===== src/rtl/core/rtlpc_pkg.sv =====
// ----------------------------------------------------------------------------
// rtlpc_pkg
// Shared widths, pipeline payload type and elaboration-time constants for
// the RGB to l-alpha-beta converter.
// ----------------------------------------------------------------------------
package rtlpc_pkg;

  localparam int FRACTION_BITS = 12;
  localparam int LOG_FRAC      = 30;
  localparam int CH_WIDTH      = 8;
  localparam int COEF_WIDTH    = 14;
  localparam int N_WIDTH       = 22;
  localparam int E_WIDTH       = 5;
  localparam int M_WIDTH       = 31;
  localparam int LG_WIDTH      = 42;
  localparam int MAG_WIDTH     = 32;
  localparam int K_WIDTH       = 32;
  localparam int PROD_WIDTH    = MAG_WIDTH + K_WIDTH;
  localparam int OUT_WIDTH     = 20;
  localparam int SQ_STAGES     = LOG_FRAC;
  localparam int OUT_SHIFT     = 54 - FRACTION_BITS;
  localparam int MIN_NORMAL_EXP = 126;

  typedef logic [N_WIDTH-1:0] lms_t;

  typedef struct packed {
    logic                              black;
    logic [2:0][E_WIDTH-1:0]           e;
    logic [2:0][M_WIDTH-1:0]           m;
    logic [2:0][LOG_FRAC-1:0]          frac;
  } log_t;

  function automatic logic [COEF_WIDTH-1:0] coef(input int r, input int c);
    logic [COEF_WIDTH-1:0] v;
    case (r * 3 + c)
      0: v = 14'd3811;
      1: v = 14'd5783;
      2: v = 14'd402;
      3: v = 14'd1967;
      4: v = 14'd7244;
      5: v = 14'd782;
      6: v = 14'd241;
      7: v = 14'd1288;
      8: v = 14'd8444;
      default: v = '0;
    endcase
    return v;
  endfunction

  function automatic longint unsigned log2_q30(input longint unsigned x);
    longint unsigned m;
    longint unsigned frac;
    longint unsigned e;
    e = 0;
    frac = 0;
    while (e < 30 && (x >> (e + 1)) != 0) e++;
    m = x << (30 - e);
    for (int i = 0; i < 30; i++) begin
      m = (m * m) >> 30;
      frac = frac << 1;
      if (m >= (64'd2 << 30)) begin
        m = m >> 1;
        frac = frac | 64'd1;
      end
    end
    return (e << 30) | frac;
  endfunction

  function automatic longint unsigned int_sqrt(input longint unsigned x);
    longint unsigned v;
    longint unsigned res;
    longint unsigned b;
    v = x;
    res = 0;
    b = 64'd1 << 62;
    while (b > v) b = b >> 2;
    while (b != 0) begin
      if (v >= res + b) begin
        v = v - (res + b);
        res = (res >> 1) + b;
      end else begin
        res = res >> 1;
      end
      b = b >> 2;
    end
    return res;
  endfunction

  function automatic longint unsigned scale_for(input longint unsigned q);
    return (64'd1292913986 * int_sqrt(q)) >> 32;
  endfunction

  localparam longint unsigned LOG_PIX = log2_q30(64'd2550000);
  localparam longint unsigned LOG_ROW =
      log2_q30(64'd10000) + (64'(MIN_NORMAL_EXP) << LOG_FRAC);
  localparam longint unsigned K_L = scale_for(64'h5555_5555_5555_5555);
  localparam longint unsigned K_A = scale_for(64'h2AAA_AAAA_AAAA_AAAA);
  localparam longint unsigned K_B = scale_for(64'h7FFF_FFFF_FFFF_FFFF);

endpackage


===== src/rtl/core/rtlpc_front.sv =====
// ----------------------------------------------------------------------------
// rtlpc_front
// Input register, LMS matrix and leading-one normalisation (three stages).
// ----------------------------------------------------------------------------
module rtlpc_front (
  input  logic                            clk,
  input  logic                            rst,
  input  logic                            in_valid,
  output logic                            in_stall,
  input  logic [rtlpc_pkg::CH_WIDTH-1:0]  red,
  input  logic [rtlpc_pkg::CH_WIDTH-1:0]  green,
  input  logic [rtlpc_pkg::CH_WIDTH-1:0]  blue,
  output logic                            out_valid,
  input  logic                            out_stall,
  output rtlpc_pkg::log_t                 out_data
);
  import rtlpc_pkg::*;

  logic                     v1, v2, v3;
  logic                     s1, s2, s3;
  logic [2:0][CH_WIDTH-1:0] ch;
  logic                     black1, black2;
  lms_t [2:0]               n;
  lms_t [2:0]               n_next;
  log_t                     norm_next;
  log_t                     norm;

  assign s3 = v3 && out_stall;
  assign s2 = v2 && s3;
  assign s1 = v1 && s2;
  assign in_stall = s1;

  always_comb begin
    logic [CH_WIDTH-1:0] c;
    for (int r = 0; r < 3; r++) begin
      n_next[r] = '0;
      for (int k = 0; k < 3; k++) begin
        c = black1 ? CH_WIDTH'(1) : ch[k];
        n_next[r] = n_next[r] + N_WIDTH'(coef(r, k)) * N_WIDTH'(c);
      end
    end
  end

  always_comb begin
    norm_next = '0;
    norm_next.black = black2;
    for (int r = 0; r < 3; r++) begin
      for (int b = 0; b < N_WIDTH; b++) begin
        if (n[r][b]) norm_next.e[r] = E_WIDTH'(b);
      end
      norm_next.m[r] = M_WIDTH'(n[r]) << (E_WIDTH'(LOG_FRAC) - norm_next.e[r]);
    end
  end

  always_ff @(posedge clk) begin
    if (rst) begin
      v1 <= 1'b0;
      v2 <= 1'b0;
      v3 <= 1'b0;
    end else begin
      if (!s1) v1 <= in_valid;
      if (!s2) v2 <= v1;
      if (!s3) v3 <= v2;
    end
  end

  always_ff @(posedge clk) begin
    if (!s1) begin
      ch     <= {blue, green, red};
      black1 <= (red | green | blue) == '0;
    end
    if (!s2) begin
      n      <= n_next;
      black2 <= black1;
    end
    if (!s3) norm <= norm_next;
  end

  assign out_valid = v3;
  assign out_data  = norm;

endmodule


===== config.mk =====
export PLATFORM = sky130hd
export DESIGN_NAME = rtlpc_front
export DESIGN_NICKNAME = d
export VERILOG_FILES = /design/src/rtl/core/rtlpc_pkg.sv /design/src/rtl/core/rtlpc_front.sv
export SDC_FILE = /design/constraint.sdc
export NUM_CORES = 1
export LEC_CHECK = 0
export BUFFER_PORTS_ARGS = -buffer_cell sky130_fd_sc_hd__buf_2
export CAP_MARGIN = 5
export CELL_PAD_IN_SITES_DETAIL_PLACEMENT = 1
export CELL_PAD_IN_SITES_GLOBAL_PLACEMENT = 2
export CORE_MARGIN = 2
export CORE_UTILIZATION = 37
export DETAILED_ROUTE_END_ITERATION = 10
export GPL_TIMING_DRIVEN = 0
export PLACE_DENSITY = 0.85
export SYNTH_ARGS = -nofsm -noshare
export SYNTH_HDL_FRONTEND = slang
export SYNTH_SLANG_ARGS = --single-unit

===== constraint.sdc =====
create_clock -name clk -period 8.5 [get_ports clk]
set_input_delay 2.125 -clock clk [delete_from_list [all_inputs] [get_ports clk]]
set_output_delay 2.125 -clock clk [all_outputs]
set_load 0.1 [all_outputs]

==> results.yml <==
routing:
  dr.pass1.iters: 5
  ant_nets: 0
  drcViolationCount: 0
  vias: 19024
  drtIter0Drc: 878
  via_per_inst: 5.13
  wirelength_microns: 73700
  detail_route.wl_per_cell_microns: 19.9
min_path:
  min_from: "black2$_DFFE_PN_"
  hold_path_depth: 0
  worstHoldEndpoint: "out_data[198]$_DFFE_PN_"
  min_path_type: "reg2reg"
placement:
  io_buffers: 138
  gp_congestion: 0.918
  place_area_sq_um: 28000
  dp_hpwl_microns: 61700
sta:
  hold_violations: 0
  rsz0062_at_grt: "true"
  skew_ns: 0.0199
  clock.fmax_mhz: 123
  worstMarginPinSlew_ns: 1.15
  relSlewSlack_pct: 22.8
  fin_crit_sh_pct: 95.4
  finalSetupViolCount: 0
  fin_crit_ns: 8.11
  slew_viol_final: 0
global_route:
  grt_pass1_vias: 20752
  overflow: 0
  met1_usage_pct: 26.9
  grt_pass1_wl_microns: 116000
  grt.met2_usage_pct: 36.8
  use_met3_pct: 1.77
  antenna_found_initial: 0
  busiest_layer: "met2"
  grt_max_degree: 74
  grt_usage_pct: 20.8
synthesis:
  ys.warnings.count: 0
  syn_area_per_cell_sq_um: 10.4
  synthArstFlopShare_pct: 0
  yosysUniqueCellTypes: 93
  synthesis.area_sq_um: 25700
  synth_flop_cell: "edfxtp_1"
  yosysSeqAreaShare_pct: 23.6
  ys_seq_elements: 203
  syn_inst: 2473
  synth_edf_count: 200
finish:
  fillers: 7700
  nets: 3385
  final_area_sq_um: 29200
  drive_gt1_share_pct: 15.4
  syn_to_final_growth_pct: 13.8
  antenna_cells: 0
die:
  row_count: 96
  die_height_microns: 267
  initial_core_util_pct: 37.4
  coreArea_sq_um: 68600
  fp.dieW_microns: 267
  io_pins: 229
  fp.dieArea_sq_um: 71500
critical_path:
  worstPathRequired_ns: 8.79
  crit_path_end_kind: "flip-flop"
  r2r_end: "n[42]$_DFFE_PN_"
  crit_buf_inv: 7
  r2r_setup_slack_ns: 0.39
  r2r-start: "ch[14]$_DFFE_PN_"
  critPathTopFamily: "adder cells"
  critPathLaunchType: "flip-flop"
  cp_max_fo: 5
  max_stage_delay_ns: 0.59
  crit_top_cell: "inv_1"
  cp.arrival_ns: 8.40
  critPathLaunch: "ch[14]$_DFFE_PN_"
  criticalPathCategory: "reg2reg"
  worstRegToRegCells: 30
  critPathSlowestCell: "edfxtp_1"
clock_network:
  clk_pin_slew_ns: 0.06
  insertion_delay_ns: 0.57
  htreeDepth: 1
  clk_path_buf_depth: 3
  cts.sinks: 203
  cts-hold-fix-buffers: 0
  cts-buffers-inserted: 26
  clockRootBuffer: "clkbuf_16"
  cts_tree: "built"
outcome:
  status: "complete, no violations"
flow_run:
  cap_violations: 0
[what timing repair did]
| action | CTS | global route |
|---|---|---|
| setup endpoints to repair | 29 | 13 |
| gates resized for setup | 28 | 29 |
| pin swaps | 0 | 4 |
| buffers inserted | 10 | 9 |
[state kept, by name, summed over array words and instances (netlist names)]
register,count
black2,1
out_data,109
v1,1
n,65
ch,24
v2,1
black1,1
out_valid,1
[how the worst max path moves through the flow]
stage,cells after the start,slack (ns),endpoint
after global routing,29,-0.02,n[21]$_DFFE_PN_
after global placement,30,-1.25,n[21]$_DFFE_PN_
after CTS,27,0.009,n[43]$_DFFE_PN_
after detailed placement,30,-1.40,n[21]$_DFFE_PN_
final,30,0.39,n[42]$_DFFE_PN_
after floorplan,28,0.41,n[43]$_DFFE_PN_
[kinds of logic (layout without fill, tap and decap cells)]
family                   count (synthesis)  in the layout  share of synthesized area, %
AND/OR/NAND/NOR                        460            460                          8.77
multiplexers                           124            124                          7.08
AO/OA/AOI/OAI                          395            395                          10.4
flip-flops                             203            203                          23.6
adder cells (fa/ha/maj)                596            596                          36.2
XOR/XNOR                               108            108                          3.72
other                                    1            102                        0.0146
buffers and inverters                  586            792                          10.2
[cell usage in the layout, fill, tap and decap left out, types with 10 or more instances in the layout]
cell type,instances
a31oi_1,21
nor2_1,143
mux4_2,34
and3_1,14
and2_1,10
nor3_1,47
nand2b_1,29
buf_4,110
o21ai_1,11
clkbuf_1,29
mux2_2,12
xor2_1,36
o21a_1,23
edfxtp_1,200
nor4_1,20
a21oi_1,90
conb_1,102
clkbuf_16,27
nor2b_1,23
or2_2,13
ha_1,350
o22ai_1,23
a21o_1,28
nand2_1,76
fa_1,243
o21ai_0,56
o211ai_1,15
mux2i_1,69
xnor2_1,67
inv_1,439
a211oi_1,24
buf_2,147
nand3_1,39
[synth_stat cells, drive strengths merged, types with 25 or more instances]
cell | instances | area share (%)
nand2 | 78 | 1.1
nor2 | 144 | 2.1
ha | 353 | 17
a21oi | 95 | 2.0
xnor2 | 71 | 2.5
clkbuf | 32 | 0.47
a21o | 29 | 0.85
edfxtp | 200 | 23
o21ai | 68 | 1.3
xor2 | 37 | 1.3
nor2b | 32 | 0.79
inv | 448 | 6.6
fa | 243 | 19
buf | 105 | 3.1
a211oi | 25 | 0.73
nand2b | 32 | 0.78
nand3 | 39 | 0.76
nor3 | 47 | 0.92
mux4 | 42 | 3.8
mux2i | 69 | 2.7
[metal layers]
metal	share of wire, %	vias to the layer above
met5	0	-
met4	3.4	0
met3	3.6	119
met2	50	396
met1	43	9577
li1	-	8932
[area by class of cell]
cell class	instances	area, sq um	area share, %
Multi-Input combinational cell	1785	17500	60.1
Sequential cell	203	6070	20.8
Inverter	449	1710	5.86
Tap cell	931	1160	3.99
Buffer	137	940	3.22
Timing Repair Buffer	159	888	3.04
Clock buffer	30	687	2.35
Clock inverter	17	203	0.694
[stage by stage]
stage          cells  util, %  setup TNS (ns)  hold WS [ns]  setup slack (ns)
2_1_floorplan   2574        -               0         0.400             0.410
3_3_place_gp    3643     40.7          -13.76         0.418             -1.25
3_5_place_dp    3645     40.8          -18.86         0.415             -1.40
4_1_cts         3702     42.3               0         0.441           0.00944
5_1_grt         3711     42.6         -0.0343         0.462           -0.0207
6_report        3711     42.6               0         0.433             0.388
[worst register-to-register path: cells and delay by family (launching register included)]
kind	cells	cell delay (ns)
XOR/XNOR	1	0.12
flip-flops	1	0.59
AO/OA/AOI/OAI	7	1.24
buffers and inverters	7	0.38
AND/OR/NAND/NOR	4	0.78
adder cells (fa/ha/maj)	11	4.73
Power is not shown: default switching activity piles up to over one toggle a cycle in this logic, so the estimate is an artifact.
