<file path="src/rtl/core/rtlpc_pkg.sv">
// ----------------------------------------------------------------------------
// rtlpc_pkg
// Shared widths, pipeline payload type and elaboration-time constants for
// the RGB to l-alpha-beta converter.
// ----------------------------------------------------------------------------
package rtlpc_pkg;

  localparam int FRACTION_BITS = 12;
  localparam int LOG_FRAC      = 30;
  localparam int CH_WIDTH      = 8;
  localparam int COEF_WIDTH    = 14;
  localparam int N_WIDTH       = 22;
  localparam int E_WIDTH       = 5;
  localparam int M_WIDTH       = 31;
  localparam int LG_WIDTH      = 42;
  localparam int MAG_WIDTH     = 32;
  localparam int K_WIDTH       = 32;
  localparam int PROD_WIDTH    = MAG_WIDTH + K_WIDTH;
  localparam int OUT_WIDTH     = 20;
  localparam int SQ_STAGES     = LOG_FRAC;
  localparam int OUT_SHIFT     = 54 - FRACTION_BITS;
  localparam int MIN_NORMAL_EXP = 126;

  typedef logic [N_WIDTH-1:0] lms_t;

  typedef struct packed {
    logic                              black;
    logic [2:0][E_WIDTH-1:0]           e;
    logic [2:0][M_WIDTH-1:0]           m;
    logic [2:0][LOG_FRAC-1:0]          frac;
  } log_t;

  function automatic logic [COEF_WIDTH-1:0] coef(input int r, input int c);
    logic [COEF_WIDTH-1:0] v;
    case (r * 3 + c)
      0: v = 14'd3811;
      1: v = 14'd5783;
      2: v = 14'd402;
      3: v = 14'd1967;
      4: v = 14'd7244;
      5: v = 14'd782;
      6: v = 14'd241;
      7: v = 14'd1288;
      8: v = 14'd8444;
      default: v = '0;
    endcase
    return v;
  endfunction

  function automatic longint unsigned log2_q30(input longint unsigned x);
    longint unsigned m;
    longint unsigned frac;
    longint unsigned e;
    e = 0;
    frac = 0;
    while (e < 30 && (x >> (e + 1)) != 0) e++;
    m = x << (30 - e);
    for (int i = 0; i < 30; i++) begin
      m = (m * m) >> 30;
      frac = frac << 1;
      if (m >= (64'd2 << 30)) begin
        m = m >> 1;
        frac = frac | 64'd1;
      end
    end
    return (e << 30) | frac;
  endfunction

  function automatic longint unsigned int_sqrt(input longint unsigned x);
    longint unsigned v;
    longint unsigned res;
    longint unsigned b;
    v = x;
    res = 0;
    b = 64'd1 << 62;
    while (b > v) b = b >> 2;
    while (b != 0) begin
      if (v >= res + b) begin
        v = v - (res + b);
        res = (res >> 1) + b;
      end else begin
        res = res >> 1;
      end
      b = b >> 2;
    end
    return res;
  endfunction

  function automatic longint unsigned scale_for(input longint unsigned q);
    return (64'd1292913986 * int_sqrt(q)) >> 32;
  endfunction

  localparam longint unsigned LOG_PIX = log2_q30(64'd2550000);
  localparam longint unsigned LOG_ROW =
      log2_q30(64'd10000) + (64'(MIN_NORMAL_EXP) << LOG_FRAC);
  localparam longint unsigned K_L = scale_for(64'h5555_5555_5555_5555);
  localparam longint unsigned K_A = scale_for(64'h2AAA_AAAA_AAAA_AAAA);
  localparam longint unsigned K_B = scale_for(64'h7FFF_FFFF_FFFF_FFFF);

endpackage

</file>
<file path="src/rtl/core/rtlpc_back.sv">
// ----------------------------------------------------------------------------
// rtlpc_back
// Log offsets and combination, scale multiply, then round and saturate.
// ----------------------------------------------------------------------------
module rtlpc_back (
  input  logic                                clk,
  input  logic                                rst,
  input  logic                                in_valid,
  output logic                                in_stall,
  input  rtlpc_pkg::log_t                     in_data,
  output logic                                out_valid,
  input  logic                                out_stall,
  output logic signed [rtlpc_pkg::OUT_WIDTH-1:0] lightness,
  output logic signed [rtlpc_pkg::OUT_WIDTH-1:0] alpha_chroma,
  output logic signed [rtlpc_pkg::OUT_WIDTH-1:0] beta_chroma
);
  import rtlpc_pkg::*;

  logic                               v1, v2, v3;
  logic                               s1, s2, s3;
  logic signed [2:0][LG_WIDTH-1:0]    sums_next;
  logic signed [2:0][LG_WIDTH-1:0]    sums;
  logic [2:0]                         neg;
  logic [2:0][PROD_WIDTH-1:0]         prod;
  logic [2:0][PROD_WIDTH-1:0]         prod_next;
  logic [2:0][OUT_WIDTH-1:0]          res_next;
  logic [2:0][OUT_WIDTH-1:0]          res;

  assign s3 = v3 && out_stall;
  assign s2 = v2 && s3;
  assign s1 = v1 && s2;
  assign in_stall = s1;

  always_comb begin
    logic signed [LG_WIDTH-1:0] lg [3];
    logic [LG_WIDTH-1:0]        off;
    off = in_data.black ? LG_WIDTH'(LOG_ROW) : LG_WIDTH'(LOG_PIX);
    for (int r = 0; r < 3; r++) begin
      lg[r] = $signed(LG_WIDTH'({in_data.e[r], in_data.frac[r]}) - off);
    end
    sums_next[0] = lg[0] + lg[1] + lg[2];
    sums_next[1] = lg[0] + lg[1] - (lg[2] <<< 1);
    sums_next[2] = lg[0] - lg[1];
  end

  always_comb begin
    logic [LG_WIDTH-1:0]  mag;
    logic [K_WIDTH-1:0]   k;
    for (int r = 0; r < 3; r++) begin
      mag = sums[r][LG_WIDTH-1] ? LG_WIDTH'(-sums[r]) : LG_WIDTH'(sums[r]);
      case (r)
        0: k = K_WIDTH'(K_L);
        1: k = K_WIDTH'(K_A);
        default: k = K_WIDTH'(K_B);
      endcase
      prod_next[r] = mag[MAG_WIDTH+7:8] * k;
    end
  end

  always_comb begin
    logic [PROD_WIDTH:0]             rnd;
    logic [PROD_WIDTH-OUT_SHIFT:0]   rr;
    logic [OUT_WIDTH:0]              sat;
    for (int r = 0; r < 3; r++) begin
      rnd = {1'b0, prod[r]} + ((PROD_WIDTH+1)'(1) << (OUT_SHIFT - 1));
      rr  = rnd[PROD_WIDTH:OUT_SHIFT];
      if (!neg[r]) begin
        sat = (rr > (PROD_WIDTH-OUT_SHIFT+1)'(524287)) ? (OUT_WIDTH+1)'(524287)
                                                        : rr[OUT_WIDTH:0];
      end else begin
        sat = (rr > (PROD_WIDTH-OUT_SHIFT+1)'(524288)) ? (OUT_WIDTH+1)'(524288)
                                                        : rr[OUT_WIDTH:0];
        sat = -sat;
      end
      res_next[r] = sat[OUT_WIDTH-1:0];
    end
  end

  always_ff @(posedge clk) begin
    if (rst) begin
      v1 <= 1'b0;
      v2 <= 1'b0;
      v3 <= 1'b0;
    end else begin
      if (!s1) v1 <= in_valid;
      if (!s2) v2 <= v1;
      if (!s3) v3 <= v2;
    end
  end

  always_ff @(posedge clk) begin
    if (!s1) sums <= sums_next;
    if (!s2) begin
      prod <= prod_next;
      for (int r = 0; r < 3; r++) neg[r] <= sums[r][LG_WIDTH-1];
    end
    if (!s3) res <= res_next;
  end

  assign out_valid    = v3;
  assign lightness    = $signed(res[0]);
  assign alpha_chroma = $signed(res[1]);
  assign beta_chroma  = $signed(res[2]);

endmodule

</file>
<file path="config.mk">
export PLATFORM = sky130hd
export DESIGN_NAME = rtlpc_back
export DESIGN_NICKNAME = d
export VERILOG_FILES = /design/src/rtl/core/rtlpc_pkg.sv /design/src/rtl/core/rtlpc_back.sv
export SDC_FILE = /design/constraint.sdc
export NUM_CORES = 2
export LEC_CHECK = 0
export ABC_AREA = 1
export ABC_CLOCK_PERIOD_IN_PS = 16710
export BUFFER_PORTS_ARGS = -buffer_cell sky130_fd_sc_hd__buf_2
export CORE_MARGIN = 2
export CORE_UTILIZATION = 57
export DETAILED_ROUTE_END_ITERATION = 10
export PLACE_DENSITY = 0.74
export SYNTH_ARGS = -nofsm -noshare
export SYNTH_HDL_FRONTEND = slang
export SYNTH_SLANG_ARGS = --single-unit
</file>
<file path="constraint.sdc">
create_clock -name clk -period 16.71 [get_ports clk]
set_input_delay 1.671 -clock clk [delete_from_list [all_inputs] [get_ports clk]]
set_output_delay 1.671 -clock clk [all_outputs]
set_load 0.02 [all_outputs]
</file>
==> flow_summary.json <==
{
  "status": "finished clean",
  "drcViolationCount": 0,
  "grt_pass1_vias": 63800,
  "die-height_um": 369,
  "io_buffers": 171,
  "drive_gt1_frac": 0.0410,
  "drtAntennaViolNets": 0,
  "cts-root-buf": "clkbuf_16",
  "worstPathArrival_ns": 9.68,
  "synthTopCellsByCount": "inv_1, nand2_1, ha_1",
  "crit_required_ns": 17.07,
  "start_util": 0.576,
  "cts_setup_buffers": 0,
  "wl_per_cell_um": 19.4,
  "ctsHoldBuffers": 0,
  "critPathMaxStageDelay_ns": 0.64,
  "fmax_mhz": 107,
  "track_usage": 0.328,
  "path_clk_slew_ns": 0.06,
  "crit_fanout": 10,
  "worstMarginPinSlew_ns": 1.16,
  "cts.path.max_buffers": 3,
  "slew_viol_final": 0,
  "syn_area_per_cell_um2": 8.04,
  "io_pins": 265,
  "hp-class": "register to register",
  "cts_tree": "yes",
  "yosysTopAreaCell": "fa_1",
  "synth_cell_types": 68,
  "synth.cell_area_mm2": 0.0760,
  "routed_via_density": 5.51,
  "max-cap-violations": 0,
  "period_share": 0.558,
  "syn-num-nets": 11900,
  "setup-violations-final": 0,
  "area_growth_syn_to_layout_pct": 5.69,
  "ys.flop_type": "edfxtp_1",
  "synth-edff-count": 246,
  "timing.setup.tns_ns": 0,
  "syn-instance-count": 9455,
  "h-tree-depth": 1,
  "dp_hpwl_um": 199000,
  "crit_path_end_kind": "register",
  "fill_cells": 12100,
  "ys_seq_area_frac": 0.0980,
  "yosysMostFrequentCell": "inv_1",
  "async_flop_share": 0,
  "finalHoldViolations": 0,
  "place_congestion": 1.08,
  "grt_antenna_before_repair": 5,
  "drt_pass1_iterations": 8,
  "vias": 63100,
  "slowest_stage": "fa_1",
  "grt_max_degree": 71,
  "critPathLaunchType": "register",
  "design_area_mm2": 0.0803,
  "finalWirelength_um": 222000,
  "placementRows": 133,
  "synth_top_area_share": 0.282,
  "grt-ovfl-total": 0,
  "synth-seq-cells": 249,
  "clock-sinks": 249,
  "clock_latency_ns": 0.62,
  "rsz0062_at_grt": "false",
  "nets": 12100,
  "slew_headroom": 0.222,
  "reg2reg_slack_ns": 7.38,
  "clock_skew_ns": 0.0204,
  "coreArea_mm2": 0.132,
  "crit_type": "register to register",
  "ys_warn_count": 0,
  "synthTopCellsByArea": "fa_1, ha_1, inv_1, edfxtp_1, nand2_1",
  "die_area_mm2": 0.136,
  "min_period_ns": 9.33,
  "numCtsBuffers": 30,
  "placed_area_mm2": 0.0793,
  "die_w_um": 369,
  "cts_resized": 0,
  "grt_pass1_wl_um": 350000,
  "drt_iter0_markers": 4751
}
[layout by cell type, fill, tap and decap left out, drive strengths merged, types with 5 or more instances in the layout]
cell	instances
o21a	41
o21bai	44
fa	1071
o41ai	6
o21ai	412
a211oi	8
nand4	76
a21boi	21
nor3	91
nor2	822
buf	233
a221oi	11
bufinv	6
a21oi	576
a22oi	8
ha	1210
clkinv	10
and2	5
a21o	42
nand2	1320
o31ai	23
a31oi	76
edfxtp	246
and3	9
o221ai	17
inv	2426
xor2	351
or2	21
nor4	41
nand3	268
o211ai	23
xnor2	97
clkbuf	34
nand3b	6
[worst max-delay path, delay by kind of cell (launching register included)]
family                     cells  cell delay (ns)
AOI/OAI and AO/OA              7             1.47
and+or+nand+nor               10             1.53
adders and majority gates      9             4.19
xor gates and xnor gates       2             0.79
DFF                            1             0.36
buffers and inverters          9             0.70
[metrics by stage]
step	hold WS [ns]	utilization	setup WS [ns]	cells
after floorplan	0.430	-	8.58	9455
after global placement	0.444	0.601	7.51	11400
after detailed placement	0.457	0.601	7.48	11400
after CTS	0.466	0.609	7.44	11400
after global routing	0.524	0.609	6.72	11400
final	0.467	0.609	7.38	11400
[path summary, 6_finish.rpt]
check | cells after the start | to | from
setup reg to reg | 37 | prod[54] | sums[0]
setup / recovery | 37 | prod[54] | sums[0]
hold reg to reg | 2 | out_valid | v2
hold / removal | 2 | out_valid | v2
[cells by family (layout without fill, tap and decap cells)]
| family | count (synthesis) | count (layout) | share of synthesized area |
|---|---|---|---|
| buffers and inverters | 2480 | 2711 | 0.123 |
| XOR/XNOR | 448 | 448 | 0.0519 |
| adder cells (fa/ha/maj) | 2281 | 2281 | 0.481 |
| multiplexers | 2 | 2 | 0.000296 |
| AND/OR/NAND/NOR | 2662 | 2662 | 0.146 |
| flip-flops | 249 | 249 | 0.0980 |
| AO/OA/AOI/OAI | 1333 | 1333 | 0.0997 |
| other | 0 | 1 | 0 |
[area by class of cell]
cell class / count / area (µm²) / area share
sequential: 249 / 7450 / 0.0927
antenna: 1 / 2.50 / 0.0000311
timing repair buffer: 233 / 1320 / 0.0164
tap: 1755 / 2200 / 0.0273
multi-input combinational: 6726 / 59200 / 0.737
clock inverter: 20 / 272 / 0.00338
clock buffer: 34 / 787 / 0.00980
inverter: 2424 / 9100 / 0.113
[per-layer routing]
layer,share of wire,GRT usage
met1,0.45,0.471
met2,0.44,0.515
met3,0.084,0.0607
met4,0.025,0.0748
met5,0.000081,0
[state kept, by name, summed over array words and instances, names as in the netlist]
signal,cells
alpha_chroma,20
beta_chroma,20
lightness,20
neg,3
out_valid,1
prod,62
sums,121
v1,1
v2,1
Power is left out: the tool's default activity adds up to more than one toggle a clock period on the data nets, which glitch-free logic cannot reach.
